`src/design/lppd_pkg.sv`:
```
// Shared types and constants for the length-prefixed packet deframer.
package lppd_pkg;

	// First length byte that announces a 16-bit extension; the next code announces 32 bits.
	localparam logic [7:0] PREFIX_16 = 8'd254;

	// Number of extension bytes that follow each escape code.
	localparam logic [2:0] EXT16_BYTES = 3'd2;
	localparam logic [2:0] EXT32_BYTES = 3'd4;

	typedef enum logic [2:0] {
		PH_TYPE    = 3'd0,
		PH_LEN     = 3'd1,
		PH_EXT16   = 3'd2,
		PH_EXT32   = 3'd3,
		PH_PAYLOAD = 3'd4
	} phase_t;

	// Input command codes.
	localparam logic CMD_DATA  = 1'b0;
	localparam logic CMD_CLEAR = 1'b1;

	// One result beat.
	typedef struct packed {
		logic [7:0]  packet_type;
		logic [7:0]  payload_byte;
		logic [31:0] packet_length;
		logic        last_of_packet;
		logic        empty_packet;
	} result_t;

endpackage

```
`src/design/length_prefixed_packet_deframer_top.sv`:
```
// Top level of the length-prefixed packet deframer: input register, parser and result register.
//
// The deframer takes one stream byte or one clear command per beat and splits the stream into
// packets made of a type byte, a length prefix and the payload. A first length byte below 254
// is the length itself; 254 announces a 16-bit little-endian length and 255 a 32-bit one. Each
// payload byte leaves as one result beat tagged with the packet type, the decoded length and a
// last flag, while a zero-length packet gives a single beat marked empty on the byte that
// completes its length. Header bytes and clear commands give no result; clear drops any partial
// packet. The block takes one beat per clock cycle, sustained, while the output does not stall;
// an accepted input beat passes through the input register and then the result register on
// its way to the output. The parser's state advances once per input beat, so a stall on
// the output holds only the beat that needs the result register, and the input register keeps
// taking beats as long as the item in front of it can move on.
module length_prefixed_packet_deframer_top (
	input  logic        clk,
	input  logic        arst_n,
	input  logic        in_valid,
	output logic        in_ready,
	input  logic        command,
	input  logic [7:0]  data_byte,
	output logic        out_valid,
	input  logic        out_ready,
	output logic [7:0]  packet_type,
	output logic [7:0]  payload_byte,
	output logic [31:0] packet_length,
	output logic        last_of_packet,
	output logic        empty_packet
);
	import lppd_pkg::*;

	// Input register stage.
	logic       valid_s1;
	logic       command_s1;
	logic [7:0] data_byte_s1;

	logic    emit;
	logic    out_free;
	logic    advance;
	result_t parser_res;
	result_t out_res;

	// The beat in the input register moves on when it needs no result slot or the slot is free.
	assign advance  = valid_s1 && (!emit || out_free);
	assign in_ready = !valid_s1 || advance;

	always_ff @(posedge clk or negedge arst_n) begin
		if (!arst_n) begin
			valid_s1 <= 1'b0;
		end else if (in_ready) begin
			valid_s1 <= in_valid;
		end
	end

	always_ff @(posedge clk) begin
		if (in_ready && in_valid) begin
			command_s1   <= command;
			data_byte_s1 <= data_byte;
		end
	end

	lppd_parser u_parser (
		.clk       (clk),
		.arst_n    (arst_n),
		.step      (advance),
		.command   (command_s1),
		.data_byte (data_byte_s1),
		.emit      (emit),
		.res       (parser_res)
	);

	lppd_out_reg u_out_reg (
		.clk       (clk),
		.arst_n    (arst_n),
		.load      (advance && emit),
		.load_res  (parser_res),
		.free      (out_free),
		.out_valid (out_valid),
		.out_ready (out_ready),
		.res       (out_res)
	);

	assign packet_type    = out_res.packet_type;
	assign payload_byte   = out_res.payload_byte;
	assign packet_length  = out_res.packet_length;
	assign last_of_packet = out_res.last_of_packet;
	assign empty_packet   = out_res.empty_packet;

endmodule

```
`src/design/lppd_parser.sv`:
```
// Framing state machine: tracks the header phase, decodes the length and counts payload bytes.
module lppd_parser (
	input  logic              clk,
	input  logic              arst_n,
	input  logic              step,
	input  logic              command,
	input  logic [7:0]        data_byte,
	output logic              emit,
	output lppd_pkg::result_t res
);
	import lppd_pkg::*;

	phase_t      phase_q, phase_d;
	logic [7:0]  type_q, type_d;
	logic [31:0] len_q, len_d;
	logic [2:0]  prefix_left_q, prefix_left_d;
	logic [31:0] payload_left_q, payload_left_d;

	logic [31:0] len_shifted;
	logic [31:0] len_final;
	logic [2:0]  prefix_dec;
	logic [31:0] payload_dec;

	// Little-endian extension bytes enter at the top of the accumulator.
	assign len_shifted = {data_byte, len_q[31:8]};
	assign len_final   = (phase_q == PH_EXT16) ? {16'd0, len_shifted[31:16]} : len_shifted;
	assign prefix_dec  = prefix_left_q - 3'd1;
	assign payload_dec = payload_left_q - 32'd1;

	// Next state.
	always_comb begin
		phase_d        = phase_q;
		type_d         = type_q;
		len_d          = len_q;
		prefix_left_d  = prefix_left_q;
		payload_left_d = payload_left_q;
		if (command == CMD_CLEAR) begin
			phase_d        = PH_TYPE;
			type_d         = 8'd0;
			len_d          = 32'd0;
			prefix_left_d  = 3'd0;
			payload_left_d = 32'd0;
		end else begin
			unique case (phase_q)
				PH_LEN: begin
					if (data_byte < PREFIX_16) begin
						len_d          = {24'd0, data_byte};
						prefix_left_d  = 3'd0;
						payload_left_d = {24'd0, data_byte};
						phase_d        = (data_byte == 8'd0) ? PH_TYPE : PH_PAYLOAD;
					end else if (data_byte == PREFIX_16) begin
						len_d         = 32'd0;
						prefix_left_d = EXT16_BYTES;
						phase_d       = PH_EXT16;
					end else begin
						len_d         = 32'd0;
						prefix_left_d = EXT32_BYTES;
						phase_d       = PH_EXT32;
					end
				end
				PH_EXT16, PH_EXT32: begin
					prefix_left_d = prefix_dec;
					if (prefix_dec != 3'd0) begin
						len_d = len_shifted;
					end else begin
						len_d          = len_final;
						payload_left_d = len_final;
						phase_d        = (len_final == 32'd0) ? PH_TYPE : PH_PAYLOAD;
					end
				end
				PH_PAYLOAD: begin
					payload_left_d = payload_dec;
					if (payload_dec == 32'd0) begin
						phase_d = PH_TYPE;
					end
				end
				default: begin
					type_d         = data_byte;
					len_d          = 32'd0;
					prefix_left_d  = 3'd0;
					payload_left_d = 32'd0;
					phase_d        = PH_LEN;
				end
			endcase
		end
	end

	// Result for the item now presented.
	always_comb begin
		emit               = 1'b0;
		res.packet_type    = type_q;
		res.payload_byte   = 8'd0;
		res.packet_length  = 32'd0;
		res.last_of_packet = 1'b1;
		res.empty_packet   = 1'b1;
		if (command == CMD_DATA) begin
			unique case (phase_q)
				PH_LEN: begin
					emit = (data_byte == 8'd0);
				end
				PH_EXT16, PH_EXT32: begin
					emit = (prefix_dec == 3'd0) && (len_final == 32'd0);
				end
				PH_PAYLOAD: begin
					emit               = 1'b1;
					res.payload_byte   = data_byte;
					res.packet_length  = len_q;
					res.last_of_packet = (payload_dec == 32'd0);
					res.empty_packet   = 1'b0;
				end
				default: begin
					emit = 1'b0;
				end
			endcase
		end
	end

	always_ff @(posedge clk or negedge arst_n) begin
		if (!arst_n) begin
			phase_q        <= PH_TYPE;
			type_q         <= 8'd0;
			len_q          <= 32'd0;
			prefix_left_q  <= 3'd0;
			payload_left_q <= 32'd0;
		end else if (step) begin
			phase_q        <= phase_d;
			type_q         <= type_d;
			len_q          <= len_d;
			prefix_left_q  <= prefix_left_d;
			payload_left_q <= payload_left_d;
		end
	end

endmodule

```
`src/design/lppd_out_reg.sv`:
```
// Result register that holds one beat until the downstream side takes it.
module lppd_out_reg (
	input  logic              clk,
	input  logic              arst_n,
	input  logic              load,
	input  lppd_pkg::result_t load_res,
	output logic              free,
	output logic              out_valid,
	input  logic              out_ready,
	output lppd_pkg::result_t res
);
	import lppd_pkg::*;

	logic    valid_q;
	result_t res_q;

	assign free      = !valid_q || out_ready;
	assign out_valid = valid_q;
	assign res       = res_q;

	always_ff @(posedge clk or negedge arst_n) begin
		if (!arst_n) begin
			valid_q <= 1'b0;
		end else if (load) begin
			valid_q <= 1'b1;
		end else if (out_ready) begin
			valid_q <= 1'b0;
		end
	end

	always_ff @(posedge clk) begin
		if (load) begin
			res_q <= load_res;
		end
	end

endmodule

```
`config.mk`:
```
export PLATFORM = sky130hd
export DESIGN_NAME = length_prefixed_packet_deframer_top
export DESIGN_NICKNAME = d
export VERILOG_FILES = /design/src/design/lppd_pkg.sv /design/src/design/length_prefixed_packet_deframer_top.sv /design/src/design/lppd_parser.sv /design/src/design/lppd_out_reg.sv
export SDC_FILE = /design/constraint.sdc
export NUM_CORES = 1
export LEC_CHECK = 0
export ABC_CLOCK_PERIOD_IN_PS = 11900
export BUFFER_PORTS_ARGS = -buffer_cell sky130_fd_sc_hd__clkbuf_2
export CAP_MARGIN = 20
export CORE_ASPECT_RATIO = 1.75
export CORE_UTILIZATION = 30
export DETAILED_ROUTE_END_ITERATION = 7
export SETUP_SLACK_MARGIN = 0.4
export SYNTH_ARGS = -nofsm -noshare
export SYNTH_HDL_FRONTEND = slang
export SYNTH_SLANG_ARGS = --single-unit
export TNS_END_PERCENT = 100
```
`constraint.sdc`:
```
create_clock -name clk -period 11.9 [get_ports clk]
set_input_delay 1.785 -clock clk [delete_from_list [all_inputs] [get_ports clk]]
set_output_delay 1.785 -clock clk [all_outputs]
set_load 0.05 [all_outputs]
```
==> results.toml, run 1 <==
[placement]
dp_hpwl_mm = 15.15
gp_congestion = 0.9413
pre_cts_slack_ns = 7.450
placed_cells_incl_taps = 1038
port_buffers = 64

[setup_path]
start_kind = "register"
r2r_cells = 7
r2r-start = "u_parser.phase_q[1]$_DFFE_PN0P_"
critPathKind = "reg2out"
slowest_delay_ns = 0.84
crit_end = "in_ready"
cp.depth = 6
path_cells = "nor3b_1 -> nand3_1 -> a211oi_1 -> o21ai_0 -> or2_2 -> clkbuf_2"
critPathSlowestCell = "dfrtp_1"
rrSetupSlack_ns = 8.49
r2r-end = "u_parser.payload_left_q[13]$_DFFE_PN0P_"
worstPathMaxFanout = 20
path_buf_inv = 1
end_kind = "output port"
worstPathArrival_ns = 3.02
worstPathRequired_ns = 10.12
cp_top_family = "simple AND/OR/NAND/NOR gates"
cp-startpoint = "u_parser.phase_q[1]$_DFFE_PN0P_"

[sta]
fin_setup_tns_ns = 0
rsz0062_at_grt = "no"
setup_viol = 0
slew_headroom_pct = 38.94
fmax_mhz = 208.3
period_minus_slack_ns = 4.802
tightest_slew_ns = 0.9154
slew_viol_final = 0
finalWorstSetupSlack_ns = 7.098
skew_ns = 0.01071
hold_viol_final = 0
post-route-period-util_pct = 40.35

[logic_synthesis]
netlist-cell-type-count = 65
syn_inst = 719
yosysSeqAreaShare_pct = 52.84
synth-compound-area-share_pct = 16.99
yosys.area_share.adder_pct = 0.7008
synth_area_leader_cell = "dfrtp_1"
synth_top_family_by_area = "simple AND/OR/NAND/NOR gates"
yosysWarnings = 0
synth_area_leaders = "dfrtp_1, edfxtp_1, nand2_1, mux2i_1, nor2_1"
synth-async-reset-ratio_pct = 57.55
syn-cell-area_mm2 = 0.007142
synthSimpleGateAreaFrac_pct = 20.39
syn-num-nets = 736
yosysTopAreaCellShare_pct = 28.03
synth_edf_count = 59
synth-seq-cells = 139
muxShareOfSynthArea_pct = 3.994
synth-xor-area-share_pct = 0.9811
synthFlopType = "dfrtp_1"
syn_area_per_cell_um2 = 9.933

[routing]
wl_met3_um = 905
via_per_inst = 5.384
drtIter0Drc = 510
avgRoutedWirePerCell_um = 19.43
wl_met2_mm = 10.88
top_layer_used = "met4"
drtPass1Iterations = 5
drt-total-wl_mm = 20.83
drc = 0
wl_met1_mm = 7.505
drtAntennaViolNets = 0
num_vias = 5772

[global_routing]
grt_overflow = 0
antenna_found_initial = 0
grt.total_usage_pct = 17.71
grt_pass1_vias = 5614
grt_first_pass_wirelength_mm = 32.31
grt_max_degree = 71

[cells_and_area]
layout_common_cells = "dfrtp_1, nand2_1, clkbuf_2, nor2_1, edfxtp_1"
antenna_cells = 0
final_cells = 1072
syn_to_final_growth_pct = 16.05
drive_above_1_share_pct = 16.28
final_nets = 772
final_common_cell = "dfrtp_1"
n_fill_cell = 2346

[outcome]
run_status = "complete, no violations"

[floorplanning]
row_count = 74
die_w_um = 118.6
start_util_pct = 30.61
die-area_mm2 = 0.02445
core_mm2 = 0.02333
die_h_um = 206.1
ios = 65

[cts]
clk_latency_ns = 0.44
cts_hold_buf = 0
numClockSinks = 139
clockBufferDepth = 2
htreeDepth = 4
cts_tree = "done"
post_cts_resized = 0
clk_pin_slew_ns = 0.06
cts_inserted_buffers = 17
cts_setup_buffers = 0
cts-root-buf = "clkbuf_16"

[run]
drv_cap = 0

[power_and_ir_drop]
vdd_drop_max_v = 0.0001029
power_leakage_uw = 0.003270
p_per_area_mw_per_mm2 = 203.7

[hold_path]
min_path_cells = 0
hp-class = "reg2reg"
==> flip-flops by register name, indices dropped and copies added, names as in the netlist <==
register                 count
u_parser.payload_left_q     32
command_s1                   1
u_parser.type_q              8
u_parser.prefix_left_q       3
u_out_reg.out_valid          1
u_parser.phase_q             3
data_byte_s1                 8
u_out_reg.res               50
valid_s1                     1
u_parser.len_q              32
==> kinds of logic after synthesis <==
kind of cell | Yosys count
AO/OA/AOI/OAI | 195
XOR/XNOR | 8
adder cells (fa/ha/maj) | 4
buffers and inverters | 68
flip-flops | 139
multiplexers | 28
AND/OR/NAND/NOR | 277
==> power by group <==
group          leakage (µW)  internal [µW]  switching (µW)
clock              0.000296            330             210
sequential          0.00163            539            48.2
combinational       0.00135            188             373
total               0.00327           1060             631
==> worst register-to-register path, delay by kind of cell (launching register included) <==
family / cells / cell delay, ns
and+or+nand+nor: 4 / 1.35
buffers and inverters: 1 / 0.23
AOI/OAI and AO/OA: 2 / 0.81
DFF: 1 / 0.84
==> metrics by stage <==
| stage | area (µm²) | hold slack (ns) | power (µW) | util, % |
|---|---|---|---|---|
| after floorplan | 7142 | 0.4248 | 1012 | - |
| after global placement | 7661 | 0.4299 | 1142 | 32.83 |
| after detailed placement | 7661 | 0.4323 | 1143 | 32.83 |
| after CTS | 8260 | 0.4477 | 1686 | 35.40 |
| after global routing | 8288 | 0.4570 | 1760 | 35.52 |
| final | 8288 | 0.4487 | 1689 | 35.52 |
==> final cells by class <==
| cell class | instances | area (µm²) | area share, % |
|---|---|---|---|
| timing repair buffer | 72 | 395.4 | 4.771 |
| clock inverter | 14 | 170.2 | 2.053 |
| tap | 304 | 380.4 | 4.589 |
| clock buffer | 18 | 429.2 | 5.178 |
| inverter | 13 | 48.80 | 0.5888 |
| sequential | 139 | 3774 | 45.53 |
| multi-input combinational | 512 | 3090 | 37.29 |
==> cells in the mapped netlist (17+ instances only) <==
library cell  instances
a22oi_1              19
nor2_1               62
and2_1               36
a21oi_1              35
o21ai_0              37
mux2i_1              24
nand2_1              71
o31ai_1              19
clkbuf_1             31
edfxtp_1             59
o21ai_1              40
dfrtp_1              80
nor4_1               17
==> per-layer routing <==
layer	vias to the layer above	GRT usage (%)
li1	2717	-
met1	2763	17.91
met2	216	31.43
met3	76	3.615
met4	0	14.47
met5	-	0
==> how the worst min path moves through the flow <==
stage                                   start                          end  slack (ns)
2_1_floorplan  u_parser.type_q[0]$_DFFE_PN0P_  u_out_reg.res[42]$_DFFE_PP_        0.42
5_1_grt        u_parser.type_q[4]$_DFFE_PN0P_  u_out_reg.res[46]$_DFFE_PP_        0.46
3_3_place_gp   u_parser.type_q[4]$_DFFE_PN0P_  u_out_reg.res[46]$_DFFE_PP_        0.43
4_1_cts        u_parser.type_q[6]$_DFFE_PN0P_  u_out_reg.res[48]$_DFFE_PP_        0.45
6_report       u_parser.type_q[6]$_DFFE_PN0P_  u_out_reg.res[48]$_DFFE_PP_        0.45
3_5_place_dp   u_parser.type_q[6]$_DFFE_PN0P_  u_out_reg.res[48]$_DFFE_PP_        0.43
Note: power is estimated with default switching activity, not from simulation.
==> run 2: changes to the inputs <==
--- a/config.mk
+++ b/config.mk
@@ -5,7 +5,7 @@
 export SDC_FILE = /design/constraint.sdc
 export NUM_CORES = 1
 export LEC_CHECK = 0
-export ABC_CLOCK_PERIOD_IN_PS = 11900
+export ABC_CLOCK_PERIOD_IN_PS = 4700
 export BUFFER_PORTS_ARGS = -buffer_cell sky130_fd_sc_hd__clkbuf_2
 export CAP_MARGIN = 20
 export CORE_ASPECT_RATIO = 1.75
==> constraint.sdc (replaced) <==
create_clock -name clk -period 4.7 [get_ports clk]
set_input_delay 0.705 -clock clk [delete_from_list [all_inputs] [get_ports clk]]
set_output_delay 0.705 -clock clk [all_outputs]
set_load 0.05 [all_outputs]
==> results.toml, run 2 (same netlist as run 1, synthesis figures left out) <==
[power_and_ir_drop]
p_per_area_mw_per_mm2 = 517.2
vdd_drop_max_v = 0.0002738
power_uw = 4307
power_leakage_uw = 0.003278

[sta]
fin_hold_ws_ns = 0.2335
fin_setup_tns_ns = 0
hold_viol_final = 0
setup_viol = 0
tightest_slew_ns = 0.8870
skew_ns = 0.01139
period_minus_slack_ns = 3.830
rsz0062_at_grt = "no"
slew_headroom_pct = 40.72
post-route-period-util_pct = 81.50
slew_viol_final = 0
fmax_mhz = 261.1

[setup_path]
critPathKind = "reg2out"
start_kind = "register"
critPathSlowestCell = "dfrtp_1"
cp-startpoint = "u_parser.phase_q[1]$_DFFE_PN0P_"
path_cells = "nor3b_1 -> nand3_1 -> a211oi_1 -> o21ai_0 -> or2_2 -> clkbuf_2"
r2r-start = "u_parser.phase_q[1]$_DFFE_PN0P_"
worstPathRequired_ns = 3.99
worstPathMaxFanout = 20
rrSetupSlack_ns = 1.21
cp_top_family = "simple AND/OR/NAND/NOR gates"
worstPathArrival_ns = 3.13
end_kind = "output port"
path_buf_inv = 1
slowest_delay_ns = 0.85

[cells_and_area]
final_common_cell = "dfrtp_1"
largest_register_ffs = 50
drive_above_1_share_pct = 16.84
postLayoutCoreUtil_pct = 35.69
final_nets = 777
syn_to_final_growth_pct = 16.61
antenna_cells = 0
layout_common_cells = "dfrtp_1, nand2_1, clkbuf_2, nor2_1, edfxtp_1"
fin_area_mm2 = 0.008328

[floorplanning]
ios = 65
start_util_pct = 30.61
die-area_mm2 = 0.02445
core_mm2 = 0.02333
row_count = 74
die_h_um = 206.1
die_w_um = 118.6

[routing]
drt-total-wl_mm = 20.69
via_per_inst = 5.347
drtAntennaViolNets = 0
drtPass1Iterations = 7
avgRoutedWirePerCell_um = 19.23
num_vias = 5753
drc = 0
drtIter0Drc = 446

[outcome]
run_status = "complete, no violations"

[cts]
cts_inserted_buffers = 17
clk_latency_ns = 0.43
htreeDepth = 4
clk_pin_slew_ns = 0.06
cts_hold_buf = 0
clockBufferDepth = 2
cts_setup_buffers = 0
cts_tree = "done"
cts-root-buf = "clkbuf_16"
numClockSinks = 139
post_cts_resized = 0

[placement]
dp_hpwl_mm = 14.99
gp_congestion = 0.9192
placed_area_mm2 = 0.007710
port_buffers = 64

[global_routing]
antenna_found_initial = 0
grt_overflow = 0
grt_max_degree = 71
grt_pass1_vias = 5408
grt_first_pass_wirelength_mm = 32.05
grt.total_usage_pct = 17.39

[run]
drv_cap = 0

[hold_path]
hp-class = "in2async"
==> run 2: layout make-up <==
class,count,area [µm²]
Sequential cell,139,3774
Clock buffer,17,425.4
Fill cell,2319,15000
Clock inverter,14,172.7
Timing Repair Buffer,77,436.7
Tap cell,304,380.4
Multi-Input combinational cell,512,3090
Inverter,13,48.80
==> run 2: metal layers <==
metal  GRT usage (%)  share of wire (%)  up-vias
met4           10.17                4.7        0
met1           18.84                 37     2777
met2           32.21                 54      199
li1                -                  -     2715
met3           2.263                3.6       62
met5               0                  0        -
==> run 2: metrics by stage <==
stage	std cells	worst slack (ns)
floorplan	719	0.4957
global placement	1043	1.355
detailed placement	1044	1.223
CTS	1075	0.8693
global route	1076	0.6495
finish	1076	0.8697
==> run 2: final timing paths <==
| check | to | depth (start not counted) |
|---|---|---|
| min in group clk | u_out_reg.res[48]$_DFFE_PP_ | 0 |
| worst max-delay path | in_ready | 6 |
| max in group asynchronous | u_parser.type_q[3]$_DFFE_PN0P_ | 2 |
| worst min-delay path | u_out_reg.out_valid$_DFFE_PN0P_ | 1 |
| worst min register to register | u_out_reg.res[48]$_DFFE_PP_ | 0 |
| worst max register to register | u_parser.payload_left_q[20]$_DFFE_PN0P_ | 7 |
==> run 2: power breakdown <==
part	internal [µW]	total (µW)	switching [µW]
clock network	832	1360	532
registers	1360	1490	127
logic	509	1450	942
total	2710	4310	1600
